### config.mk
export PLATFORM = sky130hd
export DESIGN_NAME = multichannel_trimmed_mean
export DESIGN_NICKNAME = d
export VERILOG_FILES = /design/src/design/mtm_pkg.sv /design/src/design/mtm_ram.sv /design/src/design/mtm_rank.sv /design/src/design/mtm_div.sv /design/src/design/multichannel_trimmed_mean.sv
export SDC_FILE = /design/constraint.sdc
export NUM_CORES = 1
export LEC_CHECK = 0
export BUFFER_PORTS_ARGS = -buffer_cell sky130_fd_sc_hd__buf_4
export CORE_MARGIN = 4
export CORE_UTILIZATION = 55
export CTS_CLUSTER_SIZE = 16
export DETAILED_ROUTE_END_ITERATION = 8
export GPL_ROUTABILITY_DRIVEN = 0
export PLACE_DENSITY = 0.76
export SLEW_MARGIN = 25
export SYNTH_ARGS = -nofsm -noshare
export SYNTH_HDL_FRONTEND = slang
export SYNTH_SLANG_ARGS = --single-unit
### constraint.sdc
create_clock -name clk -period 5.2 [get_ports clk]
set_input_delay 1.04 -clock clk [delete_from_list [all_inputs] [get_ports clk]]
set_output_delay 1.04 -clock clk [all_outputs]
set_load 0.1 [all_outputs]
### src/design/mtm_pkg.sv
`timescale 1ns / 1ps
// ----------------------------------------------------------------------------
// mtm_pkg
// Sizes, derived widths and shared types of the multichannel trimmed mean.
// ----------------------------------------------------------------------------
package mtm_pkg;

  // Block sizes
  localparam int SAMPLES    = 5;
  localparam int TRIM       = 1;
  localparam int CHANNELS   = 7;
  localparam int NUM_FIELDS = 7;
  localparam int DATA_W     = 8;

  // Derived sizes
  localparam int ACT_CH    = (CHANNELS < NUM_FIELDS) ? CHANNELS : NUM_FIELDS;
  localparam int DEPTH     = ACT_CH * SAMPLES;
  localparam int ADDR_W    = $clog2(DEPTH);
  localparam int CH_W      = (ACT_CH > 1) ? $clog2(ACT_CH) : 1;
  localparam int IDX_W     = $clog2(SAMPLES);
  localparam int SUM_W     = $clog2(((1 << DATA_W) - 1) * SAMPLES + 1);
  localparam bit KEEP_ANY  = (SAMPLES > 2 * TRIM);
  localparam int KEPT      = KEEP_ANY ? (SAMPLES - 2 * TRIM) : 1;

  // Reciprocal of the kept count, exact for every sum below 2**SUM_W
  localparam int DIV_SHIFT = SUM_W + $clog2(KEPT);
  localparam int DIV_MULT  = ((1 << DIV_SHIFT) + KEPT - 1) / KEPT;
  localparam int PROD_W    = SUM_W + DIV_SHIFT + 1;

  typedef logic [DATA_W-1:0] sample_t;

  // Sequencer to rank unit controls
  typedef struct packed {
    logic             load_i;   // read issued for the pivot sample
    logic             cmp_j;    // read issued for a compared sample
    logic [IDX_W-1:0] j;        // index of the compared sample
    logic [IDX_W-1:0] i;        // index of the pivot sample
    logic             sum_clr;  // start of a channel
    logic             sum_add;  // pivot rank is final
  } rank_ctl_t;

endpackage

### src/design/mtm_ram.sv
`timescale 1ns / 1ps
// ----------------------------------------------------------------------------
// mtm_ram
// Generic single write port, single read port RAM with registered read data.
// ----------------------------------------------------------------------------
module mtm_ram #(
  parameter int WIDTH = 8,
  parameter int DEPTH = 32
) (
  input  logic                     clk,
  input  logic                     we,
  input  logic [$clog2(DEPTH)-1:0] waddr,
  input  logic [WIDTH-1:0]         wdata,
  input  logic [$clog2(DEPTH)-1:0] raddr,
  output logic [WIDTH-1:0]         rdata
);

  logic [WIDTH-1:0] mem [DEPTH];

  // Write and registered read
  always_ff @(posedge clk) begin
    if (we) begin
      mem[waddr] <= wdata;
    end
    rdata <= mem[raddr];
  end

endmodule

### src/design/mtm_rank.sv
`timescale 1ns / 1ps
// ----------------------------------------------------------------------------
// mtm_rank
// Shared compare unit: ranks one pivot sample against its channel and adds
// the pivot to the channel sum when its rank falls inside the kept window.
// ----------------------------------------------------------------------------
module mtm_rank (
  input  logic                      clk,
  input  logic                      rst,
  input  mtm_pkg::rank_ctl_t        ctl,
  input  mtm_pkg::sample_t          rd_data,
  output logic [mtm_pkg::SUM_W-1:0] sum
);

  logic                      load_q;
  logic                      cmp_q;
  logic [mtm_pkg::IDX_W-1:0] j_q;
  mtm_pkg::sample_t          pivot;
  logic [mtm_pkg::IDX_W-1:0] rank;
  logic                      below;
  logic                      keep;

  // Align read tags with the registered RAM data
  always_ff @(posedge clk) begin
    if (rst) begin
      load_q <= 1'b0;
      cmp_q  <= 1'b0;
    end else begin
      load_q <= ctl.load_i;
      cmp_q  <= ctl.cmp_j;
    end
  end

  always_ff @(posedge clk) begin
    j_q <= ctl.j;
  end

  // Ties go to the lower index, so equal samples still get distinct ranks
  assign below = (rd_data < pivot) || ((rd_data == pivot) && (j_q < ctl.i));

  // Latch pivot, count samples ranked below it
  always_ff @(posedge clk) begin
    if (load_q) begin
      pivot <= rd_data;
      rank  <= '0;
    end else if (cmp_q && below) begin
      rank <= rank + 1'b1;
    end
  end

  assign keep = (int'(rank) >= mtm_pkg::TRIM) &&
                (int'(rank) < (mtm_pkg::SAMPLES - mtm_pkg::TRIM));

  // Accumulate kept samples
  always_ff @(posedge clk) begin
    if (ctl.sum_clr) begin
      sum <= '0;
    end else if (ctl.sum_add && keep) begin
      sum <= sum + mtm_pkg::SUM_W'(pivot);
    end
  end

endmodule

### src/design/mtm_div.sv
`timescale 1ns / 1ps
// ----------------------------------------------------------------------------
// mtm_div
// Divides the channel sum by the kept count with a reciprocal multiply.
// The quotient is registered and valid in the cycle after start.
// ----------------------------------------------------------------------------
module mtm_div (
  input  logic                      clk,
  input  logic                      rst,
  input  logic                      start,
  input  logic [mtm_pkg::SUM_W-1:0] dividend,
  output logic                      done,
  output mtm_pkg::sample_t          quot
);

  logic [mtm_pkg::PROD_W-1:0] prod;

  // Multiply by the scaled reciprocal of the kept count
  assign prod = mtm_pkg::PROD_W'(dividend) * mtm_pkg::PROD_W'(mtm_pkg::DIV_MULT);

  // Done strobe in the cycle after start
  always_ff @(posedge clk) begin
    if (rst) begin
      done <= 1'b0;
    end else begin
      done <= start;
    end
  end

  // Hold the quotient; nothing kept gives a zero mean
  always_ff @(posedge clk) begin
    if (start) begin
      quot <= mtm_pkg::KEEP_ANY ? prod[mtm_pkg::DIV_SHIFT +: mtm_pkg::DATA_W] : '0;
    end
  end

endmodule

### src/design/multichannel_trimmed_mean.sv
`timescale 1ns / 1ps
// ----------------------------------------------------------------------------
// multichannel_trimmed_mean
// Collects conversion rounds of per-channel samples and, after the last
// round, returns the trimmed mean of every channel in one output word.
// ----------------------------------------------------------------------------
//  channel | handshake          | payload
//  --------+--------------------+----------------------------
//  in      | in_valid/in_ready  | sample_ch0 .. sample_ch6
//  out     | out_valid/out_ready| mean_ch0 .. mean_ch6
//
//  In a round, the word is taken in S_IDLE and the samples then go into the
//  sample RAM through its single write port, one channel per cycle.
//  After the last round, one shared comparator ranks every sample against
//  its channel, pivot by pivot, and one reciprocal multiply forms each mean.
//  Synchronous reset clears control state; no clearing pass over the RAM.
//  A result waiting on out_ready does not block new rounds; only the load of
//  the next result waits for the output register to empty.
// ----------------------------------------------------------------------------
module multichannel_trimmed_mean (
  input  logic       clk,
  input  logic       rst,
  input  logic       in_valid,
  output logic       in_ready,
  input  logic [7:0] sample_ch0,
  input  logic [7:0] sample_ch1,
  input  logic [7:0] sample_ch2,
  input  logic [7:0] sample_ch3,
  input  logic [7:0] sample_ch4,
  input  logic [7:0] sample_ch5,
  input  logic [7:0] sample_ch6,
  output logic       out_valid,
  input  logic       out_ready,
  output logic [7:0] mean_ch0,
  output logic [7:0] mean_ch1,
  output logic [7:0] mean_ch2,
  output logic [7:0] mean_ch3,
  output logic [7:0] mean_ch4,
  output logic [7:0] mean_ch5,
  output logic [7:0] mean_ch6
);

  typedef enum logic [8:0] {
    S_IDLE     = 9'b000000001,
    S_WRITE    = 9'b000000010,
    S_ISSUE_I  = 9'b000000100,
    S_SCAN     = 9'b000001000,
    S_DRAIN    = 9'b000010000,
    S_ADD      = 9'b000100000,
    S_DIV      = 9'b001000000,
    S_WAIT_DIV = 9'b010000000,
    S_LOAD_OUT = 9'b100000000
  } state_t;

  state_t                     state;
  state_t                     state_next;
  logic [mtm_pkg::IDX_W-1:0]  round;
  logic [mtm_pkg::CH_W-1:0]   ch;
  logic [mtm_pkg::ADDR_W-1:0] base;
  logic [mtm_pkg::IDX_W-1:0]  i;
  logic [mtm_pkg::IDX_W-1:0]  j;
  mtm_pkg::sample_t           in_samp   [mtm_pkg::NUM_FIELDS];
  mtm_pkg::sample_t           word      [mtm_pkg::ACT_CH];
  mtm_pkg::sample_t           mean_work [mtm_pkg::ACT_CH];
  mtm_pkg::sample_t           out_mean  [mtm_pkg::NUM_FIELDS];

  logic                       last_ch;
  logic                       last_round;
  logic                       last_i;
  logic                       last_j;
  logic                       out_free;
  logic                       ram_we;
  logic [mtm_pkg::ADDR_W-1:0] ram_waddr;
  logic [mtm_pkg::ADDR_W-1:0] ram_raddr;
  mtm_pkg::sample_t           ram_rdata;
  mtm_pkg::rank_ctl_t         rank_ctl;
  logic [mtm_pkg::SUM_W-1:0]  sum;
  logic                       div_done;
  mtm_pkg::sample_t           div_quot;

  assign in_samp[0] = sample_ch0;
  assign in_samp[1] = sample_ch1;
  assign in_samp[2] = sample_ch2;
  assign in_samp[3] = sample_ch3;
  assign in_samp[4] = sample_ch4;
  assign in_samp[5] = sample_ch5;
  assign in_samp[6] = sample_ch6;

  assign last_ch    = (ch == mtm_pkg::CH_W'(mtm_pkg::ACT_CH - 1));
  assign last_round = (round == mtm_pkg::IDX_W'(mtm_pkg::SAMPLES - 1));
  assign last_i     = (i == mtm_pkg::IDX_W'(mtm_pkg::SAMPLES - 1));
  assign last_j     = (j == mtm_pkg::IDX_W'(mtm_pkg::SAMPLES - 1));
  assign out_free   = !out_valid || out_ready;
  assign in_ready   = (state == S_IDLE);

  // Sequencer
  always_comb begin
    state_next = state;
    unique case (state)
      S_IDLE:     if (in_valid) state_next = S_WRITE;
      S_WRITE:    if (last_ch) state_next = last_round ? S_ISSUE_I : S_IDLE;
      S_ISSUE_I:  state_next = S_SCAN;
      S_SCAN:     if (last_j) state_next = S_DRAIN;
      S_DRAIN:    state_next = S_ADD;
      S_ADD:      state_next = last_i ? S_DIV : S_ISSUE_I;
      S_DIV:      state_next = S_WAIT_DIV;
      S_WAIT_DIV: if (div_done) state_next = last_ch ? S_LOAD_OUT : S_ISSUE_I;
      S_LOAD_OUT: if (out_free) state_next = S_IDLE;
      default:    state_next = S_IDLE;
    endcase
  end

  always_ff @(posedge clk) begin
    if (rst) begin
      state <= S_IDLE;
    end else begin
      state <= state_next;
    end
  end

  // Advance round, channel and sample counters
  always_ff @(posedge clk) begin
    if (rst) begin
      round <= '0;
      ch    <= '0;
      base  <= '0;
      i     <= '0;
      j     <= '0;
    end else begin
      unique case (state)
        S_IDLE: begin
          ch   <= '0;
          base <= '0;
        end
        S_WRITE: begin
          if (last_ch) begin
            ch   <= '0;
            base <= '0;
            i    <= '0;
            round <= last_round ? '0 : round + 1'b1;
          end else begin
            ch   <= ch + 1'b1;
            base <= base + mtm_pkg::ADDR_W'(mtm_pkg::SAMPLES);
          end
        end
        S_ISSUE_I: j <= '0;
        S_SCAN:    if (!last_j) j <= j + 1'b1;
        S_ADD:     if (!last_i) i <= i + 1'b1;
        S_WAIT_DIV: begin
          if (div_done && !last_ch) begin
            ch   <= ch + 1'b1;
            base <= base + mtm_pkg::ADDR_W'(mtm_pkg::SAMPLES);
            i    <= '0;
          end
        end
        S_DRAIN, S_DIV, S_LOAD_OUT: begin
        end
        default: begin
        end
      endcase
    end
  end

  // Hold the accepted word and the per-channel means
  always_ff @(posedge clk) begin
    if (in_valid && in_ready) begin
      for (int k = 0; k < mtm_pkg::ACT_CH; k++) begin
        word[k] <= in_samp[k];
      end
    end
    if (state == S_WAIT_DIV && div_done) begin
      mean_work[ch] <= div_quot;
    end
  end

  // Output register
  always_ff @(posedge clk) begin
    if (rst) begin
      out_valid <= 1'b0;
    end else if (state == S_LOAD_OUT && out_free) begin
      out_valid <= 1'b1;
    end else if (out_ready) begin
      out_valid <= 1'b0;
    end
  end

  // Load the means; fields above the active channels read zero
  always_ff @(posedge clk) begin
    if (state == S_LOAD_OUT && out_free) begin
      for (int k = 0; k < mtm_pkg::NUM_FIELDS; k++) begin
        if (k < mtm_pkg::ACT_CH) begin
          out_mean[k] <= mean_work[k];
        end else begin
          out_mean[k] <= '0;
        end
      end
    end
  end

  assign mean_ch0 = out_mean[0];
  assign mean_ch1 = out_mean[1];
  assign mean_ch2 = out_mean[2];
  assign mean_ch3 = out_mean[3];
  assign mean_ch4 = out_mean[4];
  assign mean_ch5 = out_mean[5];
  assign mean_ch6 = out_mean[6];

  // Sample store access
  assign ram_we    = (state == S_WRITE);
  assign ram_waddr = base + mtm_pkg::ADDR_W'(round);
  assign ram_raddr = base + mtm_pkg::ADDR_W'((state == S_SCAN) ? j : i);

  mtm_ram #(
    .WIDTH (mtm_pkg::DATA_W),
    .DEPTH (mtm_pkg::DEPTH)
  ) u_store (
    .clk   (clk),
    .we    (ram_we),
    .waddr (ram_waddr),
    .wdata (word[ch]),
    .raddr (ram_raddr),
    .rdata (ram_rdata)
  );

  // Rank unit controls
  always_comb begin
    rank_ctl.load_i  = (state == S_ISSUE_I);
    rank_ctl.cmp_j   = (state == S_SCAN);
    rank_ctl.j       = j;
    rank_ctl.i       = i;
    rank_ctl.sum_clr = (state == S_ISSUE_I) && (i == '0);
    rank_ctl.sum_add = (state == S_ADD);
  end

  mtm_rank u_rank (
    .clk     (clk),
    .rst     (rst),
    .ctl     (rank_ctl),
    .rd_data (ram_rdata),
    .sum     (sum)
  );

  mtm_div u_div (
    .clk      (clk),
    .rst      (rst),
    .start    (state == S_DIV),
    .dividend (sum),
    .done     (div_done),
    .quot     (div_quot)
  );

endmodule

==> metrics.cfg, run 1 <==
[timing]
fin_setup_tns_ps=0
setup_viol=0
maxSlewHeadroom=0.352
worst_pin_slew_ps=968
report.final.hold_viol_count=0
finalMaxSlewViolations=0
period_minus_slack_ps=4960
skew_ps=22.6
min_period_over_period=0.954
fmax_mhz=202
grt_setup_unrepaired=no

[worst_setup_path]
worstPathArrival_ps=5300
cp_max_fo=5
crit_type=reg2reg
worst-r2r-setup-slack_ps=240
cp.required_ps=5540
r2r-end=u_div.quot[6]
cp_top_family=adder cells
critPathSlowestCell=fa_1
critPathLaunchType=flop
crit_path_max_incr_delay_ps=540
endpoint_kind=flop
crit_chain=ha_2 -> fa_1 -> inv_1 -> fa_1 -> inv_1 -> fa_1 -> inv_1 -> fa_1 -> inv_1 -> ha_1 -> a211o_1 -> o211ai_1 -> a21oi_1 -> a31o_2 -> o311a_4 -> o21a_1 -> o31a_1
timing.critical_path.buf_inv=4
r2r_cells=17
r2r_start=u_rank.sum[7]

[synthesis]
synth_flop_cell=edfxtp_1
avgSynthCellArea_um2=16.8
synth_nets=1516
syn_inst=1322
synth-seq-area-share=0.681
synthesis.area_um2=22200
ys_ff_latch=523
synth-edff-count=464
yosys_warnings=0
synth_cell_types=61
synth_async_sr_flop_share=0

[routing]
met2WireLength_um=23400
first_iter_violations=903
viasPerCell=5.79
route.detailed.drc=0
dr.pass1.iters=5
wl_met1_um=18000
wl_met3_um=2080
top_layer=met4
routedWlPerCell_um=22.0
drt_wl_total_um=44600
vias=11800
ant_nets=0

[grt]
grt.overflow.total=0
grt_pass1_wl_um=70400
grt_max_degree=58
grt_pass1_vias=12300
grt_use_total=0.206
antenna_found_initial=0

[finish]
fill_cells=2734
seqCellArea_um2=15100
post_route_cells_drive_above_1_share=0.223
fin_nets=1664
diodes=0
multiInputGateArea_um2=6640
area_delta_synth_final_pct=15.0
utilization=0.640

[clocking]
cts_buffer_depth=3
cts_setup_buffers=0
clock_latency_ps=600
cts.htree.levels=2
clockRootBuffer=clkbuf_16
numCtsBuffers=51
clock_sinks=523
clkSlewWorstSetupHoldPaths_ps=60
cts_tree=built

[status]
outcome=completed

[power_and_ir_drop]
power.leakage_nw=9.31
powerDensity_nw_per_um2=358
vdd_ir_drop_max_mv=0.449

[die]
core_area_um2=39800
start_util=0.557
die_area_um2=43600
die_w_um=209
rows=73
die_h_um=209
io_pins=118

[min_path]
hp-start=j[0]
min_to=u_rank.j_q[0]
holdCritPathClass=reg2reg
hold_path_depth=0

[place]
io_buffers=117
dp_hpwl_um=28800

[run]
cap_violations=0

[metrics by stage]
| stage | hold WS (ps) | setup WS [ps] | instance area (um2) | power, mW | cells |
|---|---|---|---|---|---|
| 2_1_floorplan | 368 | 301 | 22200 | 5.21 | 1322 |
| 3_3_place_gp | 393 | 195 | 23800 | 5.41 | 1942 |
| 3_5_place_dp | 403 | 147 | 23800 | 5.44 | 1942 |
| 4_1_cts | 411 | 124 | 25500 | 9.20 | 2030 |
| 5_1_grt | 415 | 9.68 | 25500 | 9.42 | 2030 |
| 6_report | 411 | 240 | 25500 | 9.14 | 2030 |
[power by group]
group	total [mW]	internal, mW	switching [mW]
Clock	3.80	2.21	1.59
Combinational	0.585	0.240	0.346
Sequential	4.75	4.72	0.0380
Total	9.14	7.16	1.97
[cell usage after synthesis (7+ instances only)]
cell type	count	share of area
nand2b_1	7	0.0020
mux2_2	13	0.0066
nand3_1	18	0.0041
fa_1	35	0.032
inv_1	88	0.015
edfxtp_1	464	0.63
buf_1	9	0.0015
xor2_1	12	0.0047
nand2_1	49	0.0083
o21ai_0	30	0.0068
a21oi_1	61	0.014
mux4_2	88	0.089
clkbuf_1	24	0.0041
nor3_1	8	0.0018
xnor2_1	15	0.0059
dfxtp_1	59	0.053
mux2i_1	27	0.012
or3_1	9	0.0025
ha_1	99	0.056
a21o_1	9	0.0030
nor2_1	102	0.017
nor2b_1	17	0.0048
[cell families (layout without fill, tap and decap cells)]
group | count (synthesis) | after routing | share of synthesized area
AO/OA/AOI/OAI | 130 | 130 | 0.0342
AND/OR/NAND/NOR | 253 | 253 | 0.0559
flip-flops | 523 | 523 | 0.681
adder cells (fa/ha/maj) | 134 | 134 | 0.0874
multiplexers | 128 | 128 | 0.108
buffers and inverters | 127 | 310 | 0.0222
XOR/XNOR | 27 | 27 | 0.0107
[layout make-up]
| class | count | area share |
|---|---|---|
| clock inverter | 31 | 0.0146 |
| sequential | 523 | 0.593 |
| timing repair buffer | 134 | 0.0409 |
| multi-input combinational | 672 | 0.260 |
| inverter | 88 | 0.0130 |
| clock buffer | 57 | 0.0526 |
| tap | 525 | 0.0258 |
[worst max path at each step]
stage                              from  depth (start not counted)  slack (ps)             to
after global routing      u_rank.sum[9]                         17          10  u_div.quot[6]
after CTS                 u_rank.sum[8]                         15         120  u_div.quot[7]
after floorplan           u_rank.sum[9]                         17         300  u_div.quot[7]
final                     u_rank.sum[7]                         17         240  u_div.quot[6]
after global placement    u_rank.sum[5]                         17         190  u_div.quot[7]
after detailed placement  u_rank.sum[5]                         17         150  u_div.quot[7]
[placed cells by master, fill, tap and decap left out, types with 9 or more instances in the layout]
master     instances
mux4_2            88
clkbuf_16         53
edfxtp_1         464
a21o_1             9
xnor2_1           14
inv_1             88
dfxtp_1           57
nand3_1           18
a21oi_1           61
buf_4            131
fa_1              34
nand2_1           49
nor2_1           101
mux2_2            13
o21ai_0           30
nor2b_1           17
or3_1              9
ha_1              97
xor2_1            12
mux2i_1           27
[worst reg2reg max path, cell delays in order, from the launching register on]
cell and delay [ps]:
dfxtp_1 330, ha_2 310, fa_1 540, inv_1 50
fa_1 500, inv_1 50, fa_1 490, inv_1 50
fa_1 520, inv_1 40, ha_1 340, a211o_1 270
o211ai_1 80, a21oi_1 80, a31o_2 270, o311a_4 350
o21a_1 190, o31a_1 240
[routing by layer]
metal  global-route usage  vias up
li1                     -     5336
met1                0.268     5999
met2                0.362      335
met3               0.0309       86
met4               0.0662        0
met5                    0        -
[flip-flops by register name (all words and copies together) (netlist names), 6 cells and up, named ones only]
signal,flops
base,6
out_mean,56
mean_work,56
u_store.mem,280
u_store.rdata,8
u_div.quot,8
u_rank.pivot,8
word,56
state,9
u_rank.sum,11
[timing repair]
item,CTS,global route
resized for setup,0,4
setup endpoints to repair,0,2
hold buffers,0,0
No activity file was read; power rests on OpenSTA's default activity.
==> run 2: changes to the inputs <==
--- a/config.mk
+++ b/config.mk
@@ -13,3 +13,3 @@
 export GPL_ROUTABILITY_DRIVEN = 0
-export PLACE_DENSITY = 0.76
+export PLACE_DENSITY = 0.73
 export SLEW_MARGIN = 25
==> constraint.sdc (replaced) <==
create_clock -name clk -period 6.3 [get_ports clk]
set_input_delay 0.315 -clock clk [delete_from_list [all_inputs] [get_ports clk]]
set_output_delay 0.315 -clock clk [all_outputs]
set_load 0.1 [all_outputs]
==> run 2 against run 1 <==
  * Worst hold slack lost 330 ps
  * First-iteration DRC count shrank 7.5%
  * Power shrank 16%
  * Fmax shrank 4.6%
  * Clock skew shrank 11 ps
  * Global-route usage grew 0.11 points
  * Via count grew 0.13%
  * Sequential share of layout area shrank 1.2 points
==> metrics.cfg, run 2 (synthesized netlist as in run 1, its figures left out) <==
[worst_setup_path]
crit_type=reg2reg
cp_top_family=adder cells
worst-r2r-setup-slack_ps=1100  ; +860 ps
r2r-end=u_div.quot[7]
critPathSlowestCell=fa_1
worstPathArrival_ps=5520  ; +220 ps
critPathLaunchType=flop
endpoint_kind=flop
r2r_cells=17  ; unchanged
timing.critical_path.buf_inv=4  ; unchanged
cp_max_fo=5  ; unchanged
crit_path_max_incr_delay_ps=550  ; about the same
cp.required_ps=6620  ; +1080 ps
r2r_start=u_rank.sum[7]
crit_chain=ha_1 -> fa_1 -> inv_1 -> fa_1 -> inv_1 -> fa_1 -> inv_1 -> fa_1 -> inv_1 -> ha_1 -> a211o_1 -> o211ai_1 -> a21oi_1 -> a31o_2 -> o311a_1 -> a311oi_1 -> xnor2_1

[clocking]
cts_tree=built
cts.htree.levels=2  ; unchanged
cts_setup_buffers=0  ; unchanged
clkSlewWorstSetupHoldPaths_ps=60  ; about the same
clock_latency_ps=580  ; -20 ps
numCtsBuffers=50  ; -2.0%
clockRootBuffer=clkbuf_16
clock_sinks=523  ; unchanged
cts_buffer_depth=3  ; unchanged
cts_resized=0  ; unchanged

[die]
io_pins=118  ; unchanged
die_area_um2=43600  ; unchanged
core_area_um2=39800  ; unchanged
die_h_um=209  ; unchanged
rows=73  ; unchanged
die_w_um=209  ; unchanged
start_util=0.557  ; unchanged

[timing]
finalMaxSlewViolations=0  ; unchanged
min_period_over_period=0.825  ; -0.129
fmax_mhz=192  ; -4.6%
skew_ps=12.0  ; -10.6 ps
hold_ws_ps=81.9  ; -329 ps
report.final.hold_viol_count=0  ; unchanged
grt_setup_unrepaired=no
fin_setup_tns_ps=0  ; unchanged
setup_viol=0  ; unchanged
worst_pin_slew_ps=1060  ; +94.6 ps
maxSlewHeadroom=0.289  ; -0.0631
final.setup.worst_slack_ps=1100  ; +862 ps
period_minus_slack_ps=5200  ; +238 ps

[min_path]
min_to=u_div.done
hold_path_depth=2  ; +2
hp-start=rst
holdCritPathClass=in2reg

[grt]
grt.overflow.total=0  ; unchanged
grt_use_total=0.207  ; +0.00114
grt_max_degree=57  ; -1.7%
grt_pass1_wl_um=70500  ; about the same
antenna_found_initial=1  ; +1
grt_pass1_vias=12300  ; -0.67%

[routing]
vias=11800  ; +0.13%
ant_nets=0  ; unchanged
route.detailed.drc=0  ; unchanged
first_iter_violations=835  ; -7.5%
drt_wl_total_um=44800  ; +0.47%
viasPerCell=5.65  ; -2.4%
dr.pass1.iters=5  ; unchanged
routedWlPerCell_um=21.5  ; -2.0%

[power_and_ir_drop]
vdd_ir_drop_max_mv=0.255  ; -43%
powerDensity_nw_per_um2=294  ; -18%
power.leakage_nw=9.55  ; +2.6%
totalPowerFinal_mw=7.64  ; -16%

[status]
outcome=completed

[finish]
fin_nets=1712  ; +2.9%
final_common_cell=edfxtp_1
regMostFlops=u_store.mem
post_route_cells_drive_above_1_share=0.205  ; -0.0176
layout_common_cells=edfxtp_1, buf_4, nor2_1
fin_area_um2=26000  ; +2.1%
largest_reg_flops=280  ; unchanged
area_delta_synth_final_pct=17.3

[run]
cap_violations=0  ; unchanged

[place]
place_area_um2=23700  ; -0.29%
io_buffers=117  ; unchanged
dp_hpwl_um=28300  ; -1.7%
pre_cts_ws_ps=1100  ; +951 ps

## run 2: cell types whose count changed in the layout (fill, tap and decap cells not counted), sizes merged
cell	delta
clkbuf	+6
clkinv	+2
clkinvlp	-6
buf	-7
bufinv	+3
dlygate4sd3	+56
diode	+1
inv	-3
## run 2: timing repair
item | 4_1_cts | 5_1_grt
hold endpoints to repair | 56 | 0
endpoints found under the setup margin | 0 | 0
hold buffers | 56 | 0
## run 2: through the flow
stage | instances | util
finish | 2082 | 0.654
global route | 2082 | 0.654
CTS | 2081 | 0.654
detailed placement | 1935 | 0.595
global placement | 1935 | 0.595
floorplan | 1322 | -
## run 2: cell type report
cell class / instances / area [um2]
sequential: 523 / 15100
fill: 2701 / 13800
multi-input combinational: 672 / 6610
timing repair buffer: 183 / 1540
clock buffer: 63 / 1360
tap: 525 / 657
clock inverter: 27 / 412
inverter: 88 / 330
antenna: 1 / 2.50
## run 2: worst max path at each step
stage,start,end,slack [ps],cells past startpoint
5_1_grt,u_rank.sum[7],u_div.quot[7],800,17
6_report,u_rank.sum[7],u_div.quot[7],1100,17
3_3_place_gp,u_rank.sum[7],u_div.quot[7],1200,17
4_1_cts,u_rank.sum[7],u_div.quot[7],1070,17
3_5_place_dp,u_rank.sum[7],u_div.quot[7],1100,17
2_1_floorplan,u_rank.sum[9],u_div.quot[7],1400,17
## run 2: routing by layer
| metal | global-route usage | vias to the layer above | routed length (um) |
|---|---|---|---|
| met5 | 0 | - | 0 |
| met4 | 0.0644 | 0 | 1300 |
| met3 | 0.0282 | 82 | 2270 |
| met2 | 0.366 | 359 | 23600 |
| met1 | 0.270 | 5898 | 17600 |
| li1 | - | 5432 | - |
## run 2: report_power, final
part           switching [mW]  internal (mW)
combinational           0.295          0.216
clock                    1.26           1.94
sequential             0.0351           3.89
total                    1.59           6.05
==> run 3: changes to the inputs <==
- PLACE_DENSITY: 0.73 -> 0.76
- clock period: 6.3 -> 4.3 ns (I/O delays scaled with it)
==> run 3 against run 2 <==
  * The run now ends with setup timing left
  * Sequential share of layout area shrank 1.5 points
  * Via count grew 3.8%
  * Worst hold slack lost 39 ps
  * Critical path type unchanged
  * Critical endpoint is now u_div.quot[6]
  * Highest routed layer unchanged
==> metrics.cfg, run 3 (synthesized netlist as in run 1, its figures left out) <==
[status]
outcome=complete, but fails checks
violations=setup timing

[routing]
first_iter_violations=939  ; +12%
routedWlPerCell_um=22.2  ; +3.0%
route.detailed.drc=0  ; unchanged
dr.pass1.iters=7  ; +2
viasPerCell=5.71  ; +1.0%
ant_nets=0  ; unchanged
drt_wl_total_um=47500  ; +5.9%
vias=12200  ; +3.8%

[power_and_ir_drop]
vdd_ir_drop_max_mv=0.503  ; +98%
powerDensity_nw_per_um2=425  ; +45%
power.leakage_nw=9.86  ; +3.2%
totalPowerFinal_mw=11.4  ; +49%

[die]
io_pins=118  ; unchanged
core_area_um2=39800  ; unchanged
start_util=0.557  ; unchanged
die_area_um2=43600  ; unchanged
rows=73  ; unchanged
die_w_um=209  ; unchanged
die_h_um=209  ; unchanged

[place]
dp_hpwl_um=29300  ; +3.4%
placedCellCount=1989  ; +2.8%
io_buffers=117  ; unchanged
place_area_um2=24300  ; +2.5%
pre_cts_ws_ps=-487  ; -1580 ps

[finish]
fin_area_um2=26700  ; +2.7%
diodes=0  ; -1
final_common_cell=edfxtp_1
fin_nets=1768  ; +3.3%
fill_cells=2549  ; -5.6%
largest_reg_flops=280  ; unchanged
post_route_cells_drive_above_1_share=0.252  ; +0.0470
utilization=0.671  ; +0.0178
regMostFlops=u_store.mem
area_delta_synth_final_pct=20.5
multiInputGateArea_um2=6790  ; +2.7%
seqCellArea_um2=15100  ; +0.13%
layout_common_cells=edfxtp_1, buf_4, nor2_1
instances_no_fill=2140  ; +2.8%

[clocking]
clkSlewWorstSetupHoldPaths_ps=70  ; about the same
clockRootBuffer=clkbuf_16
numCtsBuffers=50  ; unchanged
clock_sinks=523  ; unchanged
cts.htree.levels=2  ; unchanged
cts_tree=built
cts_buffer_depth=3  ; unchanged
clock_latency_ps=570  ; about the same

[worst_setup_path]
r2r_start=u_rank.sum[10]
cp.required_ps=4610  ; -2010 ps
crit_type=reg2reg
endpoint_kind=flop
critical_path.startpoint=u_rank.sum[10]
critPathLaunchType=flop
worstPathArrival_ps=5000  ; -520 ps
cp_max_fo=4  ; -1

[timing]
fin_setup_tns_ps=-1350  ; -1350 ps
skew_ps=19.7  ; +7.69 ps
setup_viol=5  ; +5
maxSlewHeadroom=0.314  ; +0.0251
min_period_over_period=1.09  ; +0.266
report.final.hold_viol_count=0  ; unchanged
finalMaxSlewViolations=0  ; unchanged
period_minus_slack_ps=4690  ; -507 ps
final.setup.worst_slack_ps=-391  ; -1490 ps
fmax_mhz=213  ; +11%
hold_ws_ps=42.5  ; -39.4 ps
worst_pin_slew_ps=1030  ; -35.5 ps
grt_setup_unrepaired=yes

[grt]
grt_pass1_vias=12700  ; +4.0%
met3_usage=0.0309  ; +0.00270
grt.overflow.total=0  ; unchanged
antenna_found_initial=1  ; unchanged
use_met1=0.279  ; +0.00875
grt_pass1_wl_um=74500  ; +5.7%
grt-busiest-layer=met2
met2_usage=0.393  ; +0.0268
grt_max_degree=48  ; -16%
grt_use_total=0.219  ; +0.0120

[min_path]
hp-start=out_ready
holdCritPathClass=in2reg

[run]
cap_violations=0  ; unchanged

run 3: cell types whose count changed in the layout (fill, tap and decap cells not counted), sizes merged:
cell | previous run | this run
buf | 127 | 182
clkbuf | 63 | 56
clkinv | 15 | 21
bufinv | 10 | 12
clkinvlp | 2 | 3
diode | 1 | 0
dlygate4sd3 | 56 | 57
inv | 88 | 89
run 3: layout make-up:
type | instances | area share
flip-flops and latches | 523 | 0.566
clock buffers | 56 | 0.0492
clock inverters | 37 | 0.0191
multi-input cells | 672 | 0.254
repair buffers | 239 | 0.0748
well taps | 525 | 0.0246
inverters | 88 | 0.0124
run 3: metal layers:
metal,vias up,share of wire
met2,467,0.53
met3,88,0.055
met1,6119,0.38
li1,5550,-
met5,-,0
met4,0,0.032
run 3: report_power, final:
| part | internal, mW | switching (mW) |
|---|---|---|
| Clock | 2.93 | 1.89 |
| Combinational | 0.331 | 0.446 |
| Sequential | 5.70 | 0.0536 |
run 3: worst max-delay path: stages (launching register included):
cell and delay (ps):
dfxtp_4 370, ha_4 240, fa_1 530, inv_1 50, fa_1 470, inv_1 50
fa_1 470, inv_1 50, fa_1 490, inv_2 50, ha_4 210, a211o_1 270
o211ai_1 100, a21oi_1 100, a31o_2 250, o311a_4 330, o21a_1 190, o31a_1 230
run 3: worst paths after layout:
| check | endpoint | slack [ps] | depth (start not counted) |
|---|---|---|---|
| max | u_div.quot[6] | -390 | 17 |
| min | out_valid | 40 | 4 |
| max reg2reg | u_div.quot[6] | -390 | 17 |
| min reg2reg | out_mean[6][5] | 410 | 0 |
run 3: repair_timing:
item,in CTS,in global routing
setup buffers,1,0
gates resized for setup,7,10
endpoints found under the setup margin,5,14
hold buffers,57,0
pin swaps,10,9
hold endpoints to repair,66,0
